`config.mk`:
```
export PLATFORM = sky130hd
export DESIGN_NAME = dfsc_front
export DESIGN_NICKNAME = d
export VERILOG_FILES = /design/src/rtl/assert_macros.svh /design/src/rtl/dfsc_pkg.sv /design/src/rtl/dfsc_front.sv
export SDC_FILE = /design/constraint.sdc
export NUM_CORES = 1
export LEC_CHECK = 0
export ABC_AREA = 0
export ABC_CLOCK_PERIOD_IN_PS = 2400
export BUFFER_PORTS_ARGS = -buffer_cell sky130_fd_sc_hd__buf_2
export CORE_MARGIN = 2
export CORE_UTILIZATION = 51
export CTS_CLUSTER_SIZE = 20
export DETAILED_ROUTE_END_ITERATION = 10
export PLACE_DENSITY = 0.88
export SLEW_MARGIN = 10
export SYNTH_ARGS = -nofsm -noshare
export SYNTH_HDL_FRONTEND = slang
export SYNTH_SLANG_ARGS = --single-unit
export TNS_END_PERCENT = 30
```
`constraint.sdc`:
```
create_clock -name clk -period 2.4 [get_ports clk]
set_input_delay 0.48 -clock clk [delete_from_list [all_inputs] [get_ports clk]]
set_output_delay 0.48 -clock clk [all_outputs]
set_load 0.005 [all_outputs]
```
`src/rtl/assert_macros.svh`:
```
// Assertion macros shared by the RTL of the deauth flood source counter.
// Included by modules that carry concurrent checks; no other dependencies.
`ifndef ASSERT_MACROS_SVH
`define ASSERT_MACROS_SVH

`ifndef SYNTH

// Checked on every rising edge outside reset.
`define DFSC_ASSERT(lbl, clk, rst, prop) \
  lbl: assert property (@(posedge clk) disable iff (rst) prop) \
    else $error("dfsc assertion failed");

// Checked on every rising edge, reset included.
`define DFSC_ASSERT_ALWAYS(lbl, clk, prop) \
  lbl: assert property (@(posedge clk) prop) \
    else $error("dfsc assertion failed");

`else

`define DFSC_ASSERT(lbl, clk, rst, prop)
`define DFSC_ASSERT_ALWAYS(lbl, clk, prop)

`endif

`endif

```
`src/rtl/dfsc_pkg.sv`:
```
// Types, codes and helpers for the deauth flood source counter.
// Used by dfsc_front, dfsc_back and the top level; depends on nothing.
`default_nettype none

package dfsc_pkg;

  localparam int MAC_W   = 48;
  localparam int CNT_W   = 32;
  localparam int THR_W   = 16;
  localparam int PCT_W   = 7;
  localparam int PROD_W  = CNT_W + PCT_W;
  localparam int Q_DEPTH = 2;

  // frame_class codes
  localparam logic [1:0] CLASS_OTHER  = 2'd0;
  localparam logic [1:0] CLASS_DEAUTH = 2'd1;
  localparam logic [1:0] CLASS_DATA   = 2'd2;

  // mode codes
  localparam logic MODE_FRAME  = 1'b0;
  localparam logic MODE_REPORT = 1'b1;

  // configuration register indexes
  localparam logic [1:0] REG_FLOOD_THRESHOLD    = 2'd0;
  localparam logic [1:0] REG_CRITICAL_THRESHOLD = 2'd1;
  localparam logic [1:0] REG_RATIO_PERCENT      = 2'd2;

  localparam logic [THR_W-1:0] FLOOD_THRESHOLD_RST    = 16'd10;
  localparam logic [THR_W-1:0] CRITICAL_THRESHOLD_RST = 16'd50;
  localparam logic [PCT_W-1:0] RATIO_PERCENT_RST      = 7'd5;
  localparam logic [PROD_W-1:0] PERCENT_SCALE         = 39'd100;

  typedef enum logic [1:0] {
    OP_OTHER,
    OP_DEAUTH,
    OP_DATA,
    OP_REPORT
  } op_t;

  typedef enum logic [1:0] {
    KIND_FLOOD,
    KIND_SUMMARY,
    KIND_RATIO
  } kind_t;

  typedef enum logic [1:0] {
    LVL_INFO,
    LVL_WARNING,
    LVL_CRITICAL
  } severity_t;

  typedef enum logic [2:0] {
    S_IDLE,
    S_UPDATE,
    S_SCAN,
    S_PROD,
    S_SUM,
    S_RATIO
  } state_t;

  typedef struct packed {
    op_t              op;
    logic [MAC_W-1:0] mac;
  } qentry_t;

  typedef struct packed {
    logic [THR_W-1:0] flood_threshold;
    logic [THR_W-1:0] critical_threshold;
    logic [PCT_W-1:0] ratio_percent;
  } cfg_t;

  typedef struct packed {
    kind_t            kind;
    severity_t        severity;
    logic [MAC_W-1:0] flood_mac;
    logic [CNT_W-1:0] flood_count;
    logic [CNT_W-1:0] total_count;
    logic [CNT_W-1:0] deauth_count;
    logic [CNT_W-1:0] data_count;
    logic             last;
  } result_t;

  function automatic logic [CNT_W-1:0] sat_inc(input logic [CNT_W-1:0] v);
    sat_inc = (v == {CNT_W{1'b1}}) ? v : v + 1'b1;
  endfunction

endpackage

`default_nettype wire

```
`src/rtl/dfsc_front.sv`:
```
// Front end: accepts input items, classifies them into operations and
// buffers them in a two-entry queue. Depends on dfsc_pkg.
`default_nettype none

module dfsc_front (
  input  wire logic                      clk,
  input  wire logic                      rst,
  input  wire logic                      in_valid,
  output logic                           in_stall,
  input  wire logic                      mode,
  input  wire logic [1:0]                frame_class,
  input  wire logic [dfsc_pkg::MAC_W-1:0] src_mac,
  output logic                           q_valid,
  output dfsc_pkg::qentry_t              q_entry,
  input  wire logic                      q_pop
);

  dfsc_pkg::qentry_t entries [dfsc_pkg::Q_DEPTH];
  dfsc_pkg::qentry_t classified;
  logic              wr_ptr;
  logic              rd_ptr;
  logic [1:0]        fill;
  logic              push;

  always_comb begin
    classified.mac = src_mac;
    if (mode == dfsc_pkg::MODE_REPORT) begin
      classified.op = dfsc_pkg::OP_REPORT;
    end else begin
      case (frame_class)
        dfsc_pkg::CLASS_DEAUTH: classified.op = dfsc_pkg::OP_DEAUTH;
        dfsc_pkg::CLASS_DATA:   classified.op = dfsc_pkg::OP_DATA;
        default:                classified.op = dfsc_pkg::OP_OTHER;
      endcase
    end
  end

  assign in_stall = (fill == 2'(dfsc_pkg::Q_DEPTH));
  assign push     = in_valid && !in_stall;
  assign q_valid  = (fill != 2'd0);
  assign q_entry  = entries[rd_ptr];

  always_ff @(posedge clk) begin
    if (push) begin
      entries[wr_ptr] <= classified;
    end
  end

  always_ff @(posedge clk) begin
    if (rst) begin
      wr_ptr <= 1'b0;
      rd_ptr <= 1'b0;
      fill   <= 2'd0;
    end else begin
      if (push) begin
        wr_ptr <= ~wr_ptr;
      end
      if (q_pop) begin
        rd_ptr <= ~rd_ptr;
      end
      case ({push, q_pop})
        2'b10:   fill <= fill + 2'd1;
        2'b01:   fill <= fill - 2'd1;
        default: fill <= fill;
      endcase
    end
  end

endmodule

`default_nettype wire

```
==> flow_summary_export.csv, run 1 <==
group,metric,value,unit
synth,synthesis.instances,184,
final_layout,final_nets,357,
cts,post_cts_resized,0,
timing,tns,0,ps
cts,cts_tree,"done",
timing,drv_slew,0,
floorplanning,fp.dieH,90.7,um
placement,port_buffers,106,
detailed_routing,post_drt_via_cell_ratio,4.95,
power_and_ir_drop,ir_drop,0.474,mV
global_route,grt_pass1_vias,1975,
synth,ys.flop_type,"edfxtp_1",
power_and_ir_drop,pwr-share-comb,14.0,%
synth,synth_edf_count,100,
floorplanning,start_util,52.8,%
detailed_routing,post_drt_wl_per_cell,15.4,um
global_route,grt_max_degree,31,
detailed_routing,postRouteAntennaNets,0,
cts,cts_max_path_buffers,2,
timing,fmax,489,MHz
power_and_ir_drop,p_leak,1.77,nW
final_layout,drive_gt1_share,59.2,%
final_layout,syn_to_final_growth,21.8,%
placement,dpl-instance-area,0.00451,sq mm
timing,worst_slew_pin_slew,406,ps
global_route,grt.overflow.total,0,
placement,gp_congestion,0.664,
cts,path_clk_slew,100,ps
timing,slew_headroom,72.9,%
synth,ys_async_sr_fraction,0,%
synth,synth_top_area_cell,"edfxtp_1",
power_and_ir_drop,pwr-share-seq,61.0,%
floorplanning,dieArea,0.00822,sq mm
detailed_routing,vias,2003,
job,max_cap_violations,0,
synth,yosysTopAreaCellShare,78.4,%
synth,ys_seq_area_share,81.0,%
global_route,grt_use_total,15.2,%
cts,clkLatencyLatePin,340,ps
timing,period_share,85.2,%
synth,synth_cell_types,20,
timing,finalClockSkew,11.8,ps
timing,hold_viol,0,
global_route,antenna_found_initial,0,
final_layout,finish.instance_area,0.00467,sq mm
worst_hold_path,holdCritPathClass,"input port to flip-flop",
cts,cts-root-buf,"clkbuf_8",
setup_path,worstPathRequired,1920,ps
synth,ys_warn_count,0,
cts,numCtsBuffers,9,
synth,syn_nets,240,
power_and_ir_drop,p_switching,0.844,mW
timing,fin_crit,2050,ps
cts,hold_buffers,0,
cts,cts_setup_buffers,0,
setup_path,cp-end-kind,"output port",
synth,syn_area,0.00383,sq mm
timing,setup_viol,0,
setup_path,worstPathMaxFanout,30,
floorplanning,rows,31,
synth,postSynthAreaPerCell,20.8,sq um
synth,ys_ff_latch,105,
placement,place_worst_setup_slack,616,ps
floorplanning,io_pins,107,
floorplanning,core,0.00725,sq mm
status,status,"complete, no violations",
power_and_ir_drop,p_per_area,786,mW/mm^2
setup_path,crit_type,"flip-flop to output port",
final_layout,antenna_cells,0,
detailed_routing,routed_wl,6220,um
floorplanning,die_w,90.7,um
detailed_routing,drtIter0Drc,67,
setup_path,cp-start-kind,"flip-flop",
timing,setup_slack,354,ps
timing,rsz0062_at_grt,"no",
global_route,grt_pass1_wl,9490,um
power_and_ir_drop,clkPwrFrac,25.0,%
cts,h-tree-depth,3,
setup_path,cp.arrival,1570,ps
final_layout,layout_common_cells,"106 x buf_2, 100 x edfxtp_1, 50 x mux2_2",
detailed_routing,drc,0,
power_and_ir_drop,internal_power,2.82,mW
placement,dp_hpwl,4230,um
final_layout,final_common_cell,"buf_2",
synth,synth.area.top_cells,"edfxtp_1 78%, mux2_2 15%, dfxtp_1 2.6%",
cts,clock_sinks,105,
power_and_ir_drop,p_sw_share,23.0,%
detailed_routing,firstDrtPassIters,4,
## routing by layer
metal	share of wire (%)	track usage, %	vias to the layer above	routed length [um]
met5	0	0	-	0
met4	1.5	5.77	0	95
met3	5.6	3.34	10	350
met2	51	26.4	78	3190
met1	42	18.5	967	2590
li1	-	-	948	-
## final cells by class
cell class / instances / area [sq um]
Timing Repair Buffer: 112 / 576
Clock inverter: 7 / 37.5
Inverter: 4 / 15.0
Tap cell: 99 / 124
Multi-Input combinational cell: 69 / 687
Fill cell: 530 / 2590
Sequential cell: 105 / 3100
Clock buffer: 9 / 124
## power groups by stage
stage / Sequential (mW) / Clock (mW) / Combinational, mW
after floorplan: 2.27 / 0 / 0.286
after global placement: 2.27 / 0 / 0.509
after detailed placement: 2.28 / 0 / 0.521
after CTS: 2.24 / 0.939 / 0.524
after global routing: 2.26 / 0.994 / 0.566
final: 2.24 / 0.915 / 0.514
## sequential cells by signal, summed over array words and instances, names as in the netlist, named ones only
| signal | count |
|---|---|
| entries | 100 |
| fill | 2 |
| rd_ptr | 1 |
| wr_ptr | 1 |
## cell usage after synthesis, drive strengths merged (2+ instances only)
library cell and number:
nor2 3, buf 5, edfxtp 100, dfxtp 5, xnor2 2, o21ai 2, mux2 50, a21oi 2
or3 2, inv 4
## critical path: stages, from the launching register on
cell	delay [ps]
dfxtp_2	340
buf_4	350
mux2_2	390
buf_2	130
## final timing paths
kind                                        to  slack, ps  cells after the start   startpoint
worst min register to register          wr_ptr        500                      2       wr_ptr
worst max register to register   entries[0][7]        690                      5      fill[0]
worst min-delay path            entries[0][24]        320                      1  src_mac[24]
worst max-delay path               q_entry[17]        350                      3    flip-flop
## kinds of logic after synthesis
group                    share of synthesized area, %
adder cells (fa/ha/maj)                         0.326
AND/OR/NAND/NOR                                  1.27
multiplexers                                     14.7
AO/OA/AOI/OAI                                   0.914
XOR/XNOR                                        0.686
flip-flops                                       81.0
buffers and inverters                            1.14
## through the flow
step	hold slack [ps]	cells	power (mW)	utilization [%]
global placement	474	389	2.78	62.1
global route	297	405	3.82	64.3
detailed placement	486	389	2.80	62.1
floorplan	452	184	2.56	-
CTS	302	405	3.70	64.3
finish	316	405	3.67	64.3
Note: power is estimated with default switching activity, not from simulation.
==> run 2, diff against run 1 <==
--- a/config.mk
+++ b/config.mk
@@ -8,7 +8,7 @@
 export ABC_AREA = 0
 export ABC_CLOCK_PERIOD_IN_PS = 2400
 export BUFFER_PORTS_ARGS = -buffer_cell sky130_fd_sc_hd__buf_2
-export CORE_MARGIN = 2
+export CORE_MARGIN = 4
 export CORE_UTILIZATION = 51
 export CTS_CLUSTER_SIZE = 20
 export DETAILED_ROUTE_END_ITERATION = 10
==> run 2 against run 1 <==
Final cell count is 0.74% lower. Maximum frequency is 0.87% lower. Clock power is 0.5% lower. Via count is 2.5% lower. Design area is 0.21% higher. Non-clock buffer count is 2 lower. First-iteration DRC count is 21% lower. Setup slack worse by 18 ps. Clock-buffer cell count is 1 higher. Wire length is 1.3% higher. Largest cell class unchanged.
==> flow_summary_export.csv, run 2 (synthesized netlist as in run 1, its figures left out) <==
group,metric,value,unit
status,status,"complete, no violations",
setup_path,r2r_setup_slack,770,ps
setup_path,cp-end-kind,"output port",
cts,numCtsBuffers,9,
floorplanning,dieArea,0.00897,sq mm
setup_path,worstPathMaxFanout,33,
power_and_ir_drop,p_sw_share,22.7,%
power_and_ir_drop,internal_power,2.83,mW
global_route,antenna_found_initial,0,
floorplanning,fp.dieH,94.7,um
final_layout,instances_no_fill,402,
cts,h-tree-depth,3,
worst_hold_path,min_to,"entries[0][39]",
global_route,grt_pass1_wl,9650,um
cts,clkLatencyLatePin,340,ps
setup_path,cp.arrival,1580,ps
floorplanning,start_util,52.6,%
global_route,gr-usage-met3,3.11,%
power_and_ir_drop,p_leak,1.77,nW
power_and_ir_drop,clkPwrFrac,24.8,%
cts,cts_tree,"done",
floorplanning,die_w,94.7,um
placement,port_buffers,106,
worst_hold_path,min_from,"src_mac[39]",
placement,gp_congestion,0.704,
global_route,grt-busiest-layer,"met2",
timing,hold_ws,315,ps
final_layout,final_common_cell,"buf_2",
placement,placedCellCount,387,
global_route,grt.overflow.total,0,
global_route,met2_usage,24.3,%
final_layout,drive_gt1_share,59.1,%
setup_path,path_cells,"buf_4, mux2_2, buf_2",
timing,setup_viol,0,
detailed_routing,firstDrtPassIters,4,
detailed_routing,post_drt_wl_per_cell,15.7,um
setup_path,rr_endpoint,"entries[0][25]",
worst_hold_path,holdCritPathClass,"input port to flip-flop",
cts,cts_max_path_buffers,2,
timing,period_share,86.0,%
detailed_routing,drtIter0Drc,53,
timing,setup_slack,336,ps
placement,dp_hpwl,4270,um
detailed_routing,drc,0,
setup_path,critPathMaxStageDelay,400,ps
setup_path,worstPathRequired,1920,ps
placement,place_worst_setup_slack,667,ps
timing,fin_crit,2060,ps
detailed_routing,vias,1952,
timing,fmax,485,MHz
cts,hold_buffers,0,
power_and_ir_drop,pwr-share-comb,14.2,%
final_layout,final_nets,355,
final_layout,antenna_cells,0,
setup_path,cp_slowest_cell,"mux2_2",
final_layout,regMostFlops,"entries",
global_route,grtUsageMet1,18.2,%
global_route,grt_pass1_vias,2015,
timing,drv_slew,0,
detailed_routing,routed_wl,6300,um
power_and_ir_drop,pwr-share-seq,61.0,%
global_route,grt_max_degree,51,
floorplanning,io_pins,107,
cts,clock_sinks,105,
power_and_ir_drop,p_per_area,784,mW/mm^2
final_layout,syn_to_final_growth,22.0,%
floorplanning,core,0.00729,sq mm
final_layout,layout_common_cells,"106 x buf_2, 100 x edfxtp_1, 50 x mux2_2",
detailed_routing,postRouteAntennaNets,0,
setup_path,crit_type,"flip-flop to output port",
power_and_ir_drop,ir_drop,0.508,mV
timing,slew_headroom,71.2,%
timing,rsz0062_at_grt,"no",
power_and_ir_drop,finalPower,3.67,mW
cts,path_clk_slew,90,ps
setup_path,reg2reg_from,"fill[0]",
floorplanning,rows,31,
cts,cts_setup_buffers,0,
setup_path,cp-start-kind,"flip-flop",
cts,post_cts_resized,0,
detailed_routing,post_drt_via_cell_ratio,4.86,
cts,cts-root-buf,"clkbuf_8",
global_route,grt_use_total,14.5,%
timing,hold_viol,0,
timing,tns,0,ps
timing,worst_slew_pin_slew,431,ps
power_and_ir_drop,p_switching,0.833,mW
final_layout,reg.largest.list,"entries: 100 flops, fill: 2 flops",
setup_path,reg2reg_depth,5,
final_layout,largest_register_ffs,100,
worst_hold_path,hold_depth,1,
timing,finalClockSkew,7.77,ps
job,max_cap_violations,0,
[run 2: worst max path at each step]
stage	to	slack, ps	startpoint
final	q_entry[41]	340	flip-flop
after global routing	q_entry[41]	230	flip-flop
after CTS	q_entry[41]	270	flip-flop
after floorplan	entries[0][0]	140	fill[0]
after detailed placement	q_entry[41]	670	flip-flop
after global placement	q_entry[42]	700	flip-flop
[run 2: final cells by class]
class	count	area [sq um]
inverters	4	15.0
multi-input cells	69	687
repair buffers	110	586
fillers	558	2620
flip-flops and latches	105	3100
clock inverters	5	33.8
well taps	99	124
clock buffers	10	128
[run 2: routing by layer]
layer | vias up | share of wire [%]
met5 | - | 0
met4 | 0 | 1.0
met3 | 6 | 5.6
met2 | 59 | 52
met1 | 945 | 41
li1 | 942 | -
[run 2: metrics by stage]
step / area (sq um) / utilization, %
2_1_floorplan: 3830 / -
3_3_place_gp: 4520 / 61.9
3_5_place_dp: 4520 / 61.9
4_1_cts: 4680 / 64.1
5_1_grt: 4680 / 64.1
6_report: 4680 / 64.1
[run 2: worst max-delay path, delay by kind of cell (launching register included)]
| family | cells | cell delay, ps |
|---|---|---|
| mux | 1 | 400 |
| flops | 1 | 330 |
| buf+inv | 2 | 500 |
[run 2: power groups by stage]
stage | sequential (mW) | clock (mW) | combinational [mW]
after floorplan | 2.27 | 0 | 0.286
after global placement | 2.27 | 0 | 0.520
after detailed placement | 2.28 | 0 | 0.533
after CTS | 2.24 | 0.945 | 0.536
after global routing | 2.25 | 1.02 | 0.576
final | 2.24 | 0.910 | 0.519
