[config.mk]
export PLATFORM = sky130hd
export DESIGN_NAME = dfsc_back
export DESIGN_NICKNAME = d
export VERILOG_FILES = /design/src/rtl/dfsc_pkg.sv /design/src/rtl/dfsc_back.sv
export VERILOG_INCLUDE_DIRS = /design/src /design/src/rtl
export SDC_FILE = /design/constraint.sdc
export NUM_CORES = 2
export LEC_CHECK = 0
export BUFFER_PORTS_ARGS = -buffer_cell sky130_fd_sc_hd__buf_4
export CAP_MARGIN = 40
export CELL_PAD_IN_SITES_DETAIL_PLACEMENT = 2
export CELL_PAD_IN_SITES_GLOBAL_PLACEMENT = 2
export CORE_MARGIN = 2
export CORE_UTILIZATION = 30
export CTS_CLUSTER_DIAMETER = 120
export DETAILED_ROUTE_END_ITERATION = 7
export PLACE_DENSITY_LB_ADDON = 0.1
export RECOVER_POWER = 25
export SYNTH_ARGS = -nofsm -noshare
export SYNTH_HDL_FRONTEND = slang
export SYNTH_SLANG_ARGS = --single-unit
[constraint.sdc]
create_clock -name clk -period 26.2 [get_ports clk]
set_input_delay 6.55 -clock clk [delete_from_list [all_inputs] [get_ports clk]]
set_output_delay 6.55 -clock clk [all_outputs]
set_load 0.02 [all_outputs]
[src/rtl/assert_macros.svh]
// Assertion macros shared by the RTL of the deauth flood source counter.
// Included by modules that carry concurrent checks; no other dependencies.
`ifndef ASSERT_MACROS_SVH
`define ASSERT_MACROS_SVH

`ifndef SYNTH

// Checked on every rising edge outside reset.
`define DFSC_ASSERT(lbl, clk, rst, prop) \
  lbl: assert property (@(posedge clk) disable iff (rst) prop) \
    else $error("dfsc assertion failed");

// Checked on every rising edge, reset included.
`define DFSC_ASSERT_ALWAYS(lbl, clk, prop) \
  lbl: assert property (@(posedge clk) prop) \
    else $error("dfsc assertion failed");

`else

`define DFSC_ASSERT(lbl, clk, rst, prop)
`define DFSC_ASSERT_ALWAYS(lbl, clk, prop)

`endif

`endif

[src/rtl/dfsc_pkg.sv]
// Types, codes and helpers for the deauth flood source counter.
// Used by dfsc_front, dfsc_back and the top level; depends on nothing.
`default_nettype none

package dfsc_pkg;

  localparam int MAC_W   = 48;
  localparam int CNT_W   = 32;
  localparam int THR_W   = 16;
  localparam int PCT_W   = 7;
  localparam int PROD_W  = CNT_W + PCT_W;
  localparam int Q_DEPTH = 2;

  // frame_class codes
  localparam logic [1:0] CLASS_OTHER  = 2'd0;
  localparam logic [1:0] CLASS_DEAUTH = 2'd1;
  localparam logic [1:0] CLASS_DATA   = 2'd2;

  // mode codes
  localparam logic MODE_FRAME  = 1'b0;
  localparam logic MODE_REPORT = 1'b1;

  // configuration register indexes
  localparam logic [1:0] REG_FLOOD_THRESHOLD    = 2'd0;
  localparam logic [1:0] REG_CRITICAL_THRESHOLD = 2'd1;
  localparam logic [1:0] REG_RATIO_PERCENT      = 2'd2;

  localparam logic [THR_W-1:0] FLOOD_THRESHOLD_RST    = 16'd10;
  localparam logic [THR_W-1:0] CRITICAL_THRESHOLD_RST = 16'd50;
  localparam logic [PCT_W-1:0] RATIO_PERCENT_RST      = 7'd5;
  localparam logic [PROD_W-1:0] PERCENT_SCALE         = 39'd100;

  typedef enum logic [1:0] {
    OP_OTHER,
    OP_DEAUTH,
    OP_DATA,
    OP_REPORT
  } op_t;

  typedef enum logic [1:0] {
    KIND_FLOOD,
    KIND_SUMMARY,
    KIND_RATIO
  } kind_t;

  typedef enum logic [1:0] {
    LVL_INFO,
    LVL_WARNING,
    LVL_CRITICAL
  } severity_t;

  typedef enum logic [2:0] {
    S_IDLE,
    S_UPDATE,
    S_SCAN,
    S_PROD,
    S_SUM,
    S_RATIO
  } state_t;

  typedef struct packed {
    op_t              op;
    logic [MAC_W-1:0] mac;
  } qentry_t;

  typedef struct packed {
    logic [THR_W-1:0] flood_threshold;
    logic [THR_W-1:0] critical_threshold;
    logic [PCT_W-1:0] ratio_percent;
  } cfg_t;

  typedef struct packed {
    kind_t            kind;
    severity_t        severity;
    logic [MAC_W-1:0] flood_mac;
    logic [CNT_W-1:0] flood_count;
    logic [CNT_W-1:0] total_count;
    logic [CNT_W-1:0] deauth_count;
    logic [CNT_W-1:0] data_count;
    logic             last;
  } result_t;

  function automatic logic [CNT_W-1:0] sat_inc(input logic [CNT_W-1:0] v);
    sat_inc = (v == {CNT_W{1'b1}}) ? v : v + 1'b1;
  endfunction

endpackage

`default_nettype wire

[src/rtl/dfsc_back.sv]
// Back end: source table, session counters, report sequencer and the
// output register. Depends on dfsc_pkg and assert_macros.svh.
`default_nettype none
`include "assert_macros.svh"

module dfsc_back #(
  parameter int TABLE_ENTRIES = 32
) (
  input  wire logic              clk,
  input  wire logic              rst,
  input  wire logic              q_valid,
  input  wire dfsc_pkg::qentry_t q_entry,
  output logic                   q_pop,
  input  wire dfsc_pkg::cfg_t    cfg,
  output logic                   out_valid,
  input  wire logic              out_stall,
  output dfsc_pkg::result_t      result
);

  localparam int IW = (TABLE_ENTRIES > 1) ? $clog2(TABLE_ENTRIES) : 1;
  localparam int UW = $clog2(TABLE_ENTRIES + 1);
  localparam int CW = dfsc_pkg::CNT_W;
  localparam int PW = dfsc_pkg::PROD_W;

  dfsc_pkg::state_t          state;
  dfsc_pkg::state_t          state_next;

  logic [dfsc_pkg::MAC_W-1:0] mac_tab   [TABLE_ENTRIES];
  logic [CW-1:0]              count_tab [TABLE_ENTRIES];
  logic [UW-1:0]              used;
  logic [CW-1:0]              frames_total;
  logic [CW-1:0]              frames_deauth;
  logic [CW-1:0]              frames_data;

  logic [dfsc_pkg::MAC_W-1:0] cur_mac;
  logic [TABLE_ENTRIES-1:0]   match;
  logic [TABLE_ENTRIES-1:0]   match_now;
  logic [IW-1:0]              hit;
  logic [IW-1:0]              hit_now;
  logic [UW-1:0]              scan_idx;
  logic [PW-1:0]              prod_deauth;
  logic [PW-1:0]              prod_total;

  logic slot_free;
  logic scan_done;
  logic scan_hit;
  logic warn;
  logic table_write;
  logic table_insert;
  logic out_load;
  logic report_start;
  logic [CW-1:0] scan_count;

  // parallel compare of the queue head against every live entry
  always_comb begin
    hit_now = '0;
    for (int i = 0; i < TABLE_ENTRIES; i++) begin
      match_now[i] = (mac_tab[i] == q_entry.mac) && (UW'(i) < used);
      hit_now      = hit_now | (match_now[i] ? IW'(i) : '0);
    end
  end

  assign slot_free  = !out_valid || !out_stall;
  assign scan_done  = (scan_idx >= used);
  assign scan_count = count_tab[scan_idx[IW-1:0]];
  assign scan_hit   = scan_count > {{(CW-dfsc_pkg::THR_W){1'b0}}, cfg.flood_threshold};
  assign warn       = prod_deauth > prod_total;

  assign table_write  = (state == dfsc_pkg::S_UPDATE);
  assign table_insert = table_write && !(|match) && (used < UW'(TABLE_ENTRIES));

  assign report_start = (state == dfsc_pkg::S_IDLE) && q_valid &&
                        (q_entry.op == dfsc_pkg::OP_REPORT);

  // a new result is loaded into the output register this cycle
  assign out_load = ((state == dfsc_pkg::S_SCAN) && !scan_done && slot_free && scan_hit) ||
                    (((state == dfsc_pkg::S_SUM) || (state == dfsc_pkg::S_RATIO)) &&
                     slot_free);

  always_comb begin
    state_next = state;
    q_pop      = 1'b0;
    case (state)
      dfsc_pkg::S_IDLE: begin
        if (q_valid) begin
          q_pop = 1'b1;
          if (q_entry.op == dfsc_pkg::OP_REPORT) begin
            state_next = dfsc_pkg::S_SCAN;
          end else if (q_entry.op == dfsc_pkg::OP_DEAUTH) begin
            state_next = dfsc_pkg::S_UPDATE;
          end
        end
      end
      dfsc_pkg::S_UPDATE: state_next = dfsc_pkg::S_IDLE;
      dfsc_pkg::S_SCAN: begin
        if (scan_done) begin
          state_next = dfsc_pkg::S_PROD;
        end
      end
      dfsc_pkg::S_PROD: state_next = dfsc_pkg::S_SUM;
      dfsc_pkg::S_SUM: begin
        if (slot_free) begin
          state_next = warn ? dfsc_pkg::S_RATIO : dfsc_pkg::S_IDLE;
        end
      end
      dfsc_pkg::S_RATIO: begin
        if (slot_free) begin
          state_next = dfsc_pkg::S_IDLE;
        end
      end
      default: state_next = dfsc_pkg::S_IDLE;
    endcase
  end

  // table storage: no reset, only entries below used are ever read
  always_ff @(posedge clk) begin
    if (table_write) begin
      if (|match) begin
        count_tab[hit] <= dfsc_pkg::sat_inc(count_tab[hit]);
      end else if (table_insert) begin
        mac_tab[used[IW-1:0]]   <= cur_mac;
        count_tab[used[IW-1:0]] <= CW'(1);
      end
    end
  end

  always_ff @(posedge clk) begin
    if (rst) begin
      state         <= dfsc_pkg::S_IDLE;
      used          <= '0;
      frames_total  <= '0;
      frames_deauth <= '0;
      frames_data   <= '0;
      scan_idx      <= '0;
      out_valid     <= 1'b0;
    end else begin
      state     <= state_next;
      out_valid <= out_load || (out_valid && out_stall);
      case (state)
        dfsc_pkg::S_IDLE: begin
          if (q_valid) begin
            case (q_entry.op)
              dfsc_pkg::OP_REPORT: scan_idx <= '0;
              dfsc_pkg::OP_DEAUTH: begin
                frames_total  <= dfsc_pkg::sat_inc(frames_total);
                frames_deauth <= dfsc_pkg::sat_inc(frames_deauth);
                cur_mac       <= q_entry.mac;
                match         <= match_now;
                hit           <= hit_now;
              end
              dfsc_pkg::OP_DATA: begin
                frames_total <= dfsc_pkg::sat_inc(frames_total);
                frames_data  <= dfsc_pkg::sat_inc(frames_data);
              end
              default: frames_total <= dfsc_pkg::sat_inc(frames_total);
            endcase
          end
        end
        dfsc_pkg::S_UPDATE: begin
          if (table_insert) begin
            used <= used + UW'(1);
          end
        end
        dfsc_pkg::S_SCAN: begin
          if (!scan_done && slot_free) begin
            scan_idx <= scan_idx + UW'(1);
            if (scan_hit) begin
              result.kind        <= dfsc_pkg::KIND_FLOOD;
              result.severity    <= (scan_count >
                                     {{(CW-dfsc_pkg::THR_W){1'b0}}, cfg.critical_threshold})
                                    ? dfsc_pkg::LVL_CRITICAL : dfsc_pkg::LVL_WARNING;
              result.flood_mac   <= mac_tab[scan_idx[IW-1:0]];
              result.flood_count <= scan_count;
              result.total_count  <= frames_total;
              result.deauth_count <= frames_deauth;
              result.data_count   <= frames_data;
              result.last         <= 1'b0;
            end
          end
        end
        dfsc_pkg::S_PROD: begin
          // exact ratio test: deauth * 100 > percent * total
          prod_deauth <= {{(PW-CW){1'b0}}, frames_deauth} * dfsc_pkg::PERCENT_SCALE;
          prod_total  <= {{(PW-dfsc_pkg::PCT_W){1'b0}}, cfg.ratio_percent}
                         * {{(PW-CW){1'b0}}, frames_total};
        end
        dfsc_pkg::S_SUM: begin
          if (slot_free) begin
            result.kind         <= dfsc_pkg::KIND_SUMMARY;
            result.severity     <= dfsc_pkg::LVL_INFO;
            result.flood_mac    <= '0;
            result.flood_count  <= '0;
            result.total_count  <= frames_total;
            result.deauth_count <= frames_deauth;
            result.data_count   <= frames_data;
            result.last         <= !warn;
            if (!warn) begin
              used          <= '0;
              frames_total  <= '0;
              frames_deauth <= '0;
              frames_data   <= '0;
            end
          end
        end
        dfsc_pkg::S_RATIO: begin
          if (slot_free) begin
            result.kind         <= dfsc_pkg::KIND_RATIO;
            result.severity     <= dfsc_pkg::LVL_WARNING;
            result.flood_mac    <= '0;
            result.flood_count  <= '0;
            result.total_count  <= frames_total;
            result.deauth_count <= frames_deauth;
            result.data_count   <= frames_data;
            result.last         <= 1'b1;
            used          <= '0;
            frames_total  <= '0;
            frames_deauth <= '0;
            frames_data   <= '0;
          end
        end
        default: ;
      endcase
    end
  end

  `DFSC_ASSERT(a_used_bound, clk, rst, used <= UW'(TABLE_ENTRIES))
  `DFSC_ASSERT(a_match_unique, clk, rst, (state == dfsc_pkg::S_UPDATE) |-> $onehot0(match))
  `DFSC_ASSERT(a_insert_grows, clk, rst, table_insert |=> used == $past(used) + UW'(1))
  `DFSC_ASSERT(a_report_starts, clk, rst, report_start |=> (state == dfsc_pkg::S_SCAN))
  `DFSC_ASSERT(a_session_clears, clk, rst, (state == dfsc_pkg::S_RATIO && slot_free) |=> (used == '0 && frames_total == '0 && out_valid))

endmodule

`default_nettype wire

==> results by stage <==
STA:
- Hold timing on the final database bottoms out at a slack of approximately 0.45 ns.
- The worst path uses between 50% and 60% of the clock period.
- Setup violations remaining at the end of the flow were counted as 0.
- Setup repair after global routing left no endpoint under its margin.
- The worst pin sits at a relative slew slack of -150%.
- The final-report max-slew violation count is 1137.
- The pin slew with the least headroom to its limit is 3.75 ns.
- The post-route clock skew is about 0.058 ns.
- After layout, the minimum clock period comes to 13.59 ns.
- The final count of hold timing violations is 0.
- Timing would allow up to 73.6 MHz.
- The setup TNS is 0 ns.

Min path:
- The critical hold path startpoint is frames_total[28].
- The worst hold path belongs to the class flip-flop to flip-flop.
- For hold timing, the worst endpoint is result[93].
- Along the worst hold path, the cell count comes to 0.

Routing:
- The number of search-and-repair iterations in the first detailed-routing pass is 5.
- For this block, the initial DRC count from the detailed router was approximately 11000.
- The count of antenna-violating nets left after detailed routing is 0.
- The average wire per cell in the routed design is approximately 42 um.
- The final route contains between 90000 and 100k vias.
- After detailed routing, the number of remaining DRC violations is 0.
- The routed wire length is about 700000 um.
- After detailed routing, the number of vias per cell comes to roughly 5.6.

GRT:
- Entering global routing, the biggest net connects between 100 and 150 pins.
- The initial antenna violation count is 69.
- The total congestion overflow after global routing is 0.
- The first-pass GRT wire length is around 960000 um.
- The number of global-route vias before repair is 101000.
- Global routing used a little over a quarter of the available tracks.

Clocking:
- The number of sinks driven by the clock tree is around 3000.
- In this run the post-CTS setup repair buffer count came out at 0.
- The number of H-tree levels is 5.
- The number of buffers inserted by hold repair at cts is 0.
- The clock latency of the later-clocked register in the worst-skew pair is just under 1 ns.
- The CTS tree is built.
- TritonCTS created 371 clock buffers.
- The clock tree root driver cell is sky130_fd_sc_hd__clkbuf_16.
- The post-CTS clock slew at the launch and capture registers of the worst setup and hold paths is about 0.05 ns.
- The maximum number of buffers from clock root to sink is 4.
- Post-CTS repair changed the size of 0 cells.

Worst setup path:
- The worst register-to-register path has a setup slack of 18.92 ns.
- The kind of critical path is input pin to output port.
- STA classifies the critical path endpoint as an output port.
- The arrival time reported for the critical path endpoint is slightly above 7 ns.
- The worst setup path is launched from an input pin.
- The number of cells on the worst reg-to-reg path is 14.
- In this run the worst path has a maximum fanout of 3.
- The critical path data required time is between 15 and 20 ns.
- The endpoint of the worst register-to-register path is result[152].

Final layout:
- In the layout the commonest cells are sky130_fd_sc_hd__edfxtp_1, sky130_fd_sc_hd__mux4_2, sky130_fd_sc_hd__xor2_1.
- The proportion of layout cells with a drive suffix above 1 is a little under a quarter.
- Measured on the finished design, the core utilization comes to a little over a third.
- The number of nets in the layout is between 10000 and 15000.
- The layout-stage area growth over the synthesis result is 16.5%.
- Leaving out fill and tap cells, the most frequent cell in the layout is sky130_fd_sc_hd__edfxtp_1.
- The number of standard cells in the layout, taps in and fillers out is about 17000.

Synthesis:
- The main combinational cell family by area after synthesis is multiplexers.
- Counting every instance in the synthesized netlist gives around 9500.
- The sequential cell area fraction in the yosys report is roughly three fifths.
- Counting flops with an async set or reset pin after synthesis yields a share of 0%.
- The count of synthesis-stage warnings from yosys is 0.
- Of the total synthesized cell area, the portion taken by AND, OR, NAND and NOR gates is ~5.8%.
- The adder-cell share of the synthesized area is approximately 4.3%.
- The count of flip-flops with a built-in enable after synthesis is 2902.
- Each instance of the synthesized netlist takes up on average 16.1 um2.
- Multiplexer cells account for roughly 17% of the synthesized area.
- The most used flip-flop cell after synthesis is sky130_fd_sc_hd__edfxtp_1.
- After synthesis the cells add up to around 150000 um2.
- In this run, distinct cell masters in the synthesized netlist total 87.
- The parity-gate share of the synthesized area counting xor and xnor cells is 9.62%.
- The number of nets handed over by synthesis was 9987.
- The complex-gate fraction of the synthesized area is 2.05%.
- The total of flip-flops plus latches after synthesis is 3024.

Flow run:
- The number of max-cap violations is 41.

Outcome:
- The run finished, with violations left.
- The final reports fail on max-capacitance violations, max-slew violations.

Floorplanning:
- The die is between 700 and 800 um tall.
- The floorplan has between 200 and 300 rows.
- The starting density of the core is around 30%.
- From left edge to right edge, the die measures 718 um.
- between 200 and 300 I/O pins were placed.
- The die footprint is ~520000 um2.
- The core footprint is around 510000 um2.

Power and ir drop:
- The post-route total power is 11.3 mW.
- The leakage power is between 50 and 60 nW.
- VDD sags by at most ~0.052 mV.
- The power density over cell area is approximately 63 nW/um2.

Place:
- The placed wire-length estimate is roughly 510000 um.
- The final weighted congestion of routability-driven global placement is 0.911.
- The count of input and output buffers is 275.
- Including well taps, the total number of placed cells is roughly 16000.
[cells by family (layout without fill, tap and decap cells)]
logic type / Yosys count / in the layout
multiplexers: 1282 / 1282
XOR/XNOR: 1678 / 1678
buffers and inverters: 965 / 1791
flip-flops: 3024 / 3024
AND/OR/NAND/NOR: 1639 / 1639
adder cells (fa/ha/maj): 417 / 417
AO/OA/AOI/OAI: 472 / 472
other: 0 / 21
[sequential cells by signal, indices dropped and copies added (netlist names), named ones only]
name	flops
frames_data	32
count_tab	1024
state	3
result	181
frames_deauth	32
cur_mac	48
frames_total	32
out_valid	1
used	6
prod_total	39
prod_deauth	37
mac_tab	1536
match	32
hit	5
scan_idx	6
[synthesized netlist by cell type, drive strengths merged, types with 15 or more instances]
| cell type | number | share of area (%) |
|---|---|---|
| xnor2 | 733 | 4.2 |
| o22ai | 15 | 0.061 |
| nand2b | 26 | 0.11 |
| nor4 | 292 | 1.2 |
| o21ai | 62 | 0.20 |
| fa | 176 | 2.3 |
| a21o | 62 | 0.30 |
| edfxtp | 2902 | 57 |
| nor3 | 63 | 0.21 |
| nand4 | 285 | 1.2 |
| a31oi | 15 | 0.061 |
| mux2i | 210 | 1.4 |
| and4 | 15 | 0.086 |
| nand2 | 188 | 0.46 |
| and2 | 209 | 0.86 |
| or3 | 24 | 0.10 |
| inv | 382 | 0.94 |
| mux2 | 36 | 0.27 |
| ha | 241 | 2.0 |
| or2 | 18 | 0.074 |
| dfxtp | 122 | 1.6 |
| and3 | 31 | 0.13 |
| a211oi | 17 | 0.090 |
| nand3 | 110 | 0.36 |
| a22oi | 38 | 0.19 |
| a21oi | 141 | 0.46 |
| buf | 272 | 0.96 |
| o21bai | 18 | 0.088 |
| clkbuf | 309 | 0.76 |
| nor2 | 322 | 0.79 |
| nor2b | 16 | 0.066 |
| mux4 | 1036 | 15 |
| xor2 | 945 | 5.4 |
[report_power, final]
part / switching (mW) / leakage, nW / internal (mW) / total, mW
sequential: 0.0132 / 27.1 / 5.27 / 5.28
clock: 2.22 / 5.76 / 2.96 / 5.18
combinational: 0.552 / 24.8 / 0.276 / 0.828
[per-layer routing]
layer	GRT usage, %	wire length, um	vias up
met4	11.8	38100	10
met1	34.6	285000	52900
met5	0	65	-
met2	46.1	350000	3829
met3	4.22	43500	1012
li1	-	-	37800
[worst max-delay path by stage]
stage,startpoint,to,depth (start not counted)
4_1_cts,q_valid,q_pop,4
5_1_grt,q_valid,q_pop,4
6_report,q_valid,q_pop,4
2_1_floorplan,cfg[24],result[0],12
3_5_place_dp,q_valid,q_pop,4
3_3_place_gp,q_valid,q_pop,4
[worst max-delay path: stages]
cell	delay [ns]
sky130_fd_sc_hd__buf_4	0.10
sky130_fd_sc_hd__inv_1	0.05
sky130_fd_sc_hd__nor2_1	0.16
sky130_fd_sc_hd__buf_4	0.17
[stage by stage]
stage	worst slack (ns)	area, um2
after global placement	12.62	164000
after global routing	12.59	178000
after detailed placement	12.61	166000
after floorplan	4.25	153000
after CTS	12.61	178000
final	12.61	178000
[layout make-up]
| class | count | area [um2] |
|---|---|---|
| inverters | 384 | 1450 |
| multi-input cells | 5488 | 59800 |
| flip-flops and latches | 3024 | 89600 |
| repair buffers | 727 | 6760 |
| diodes | 21 | 52.6 |
| fillers | 50300 | 330000 |
| clock buffers | 464 | 9840 |
| well taps | 6732 | 8420 |
| clock inverters | 216 | 1960 |
Note: power is estimated with default switching activity, not from simulation.
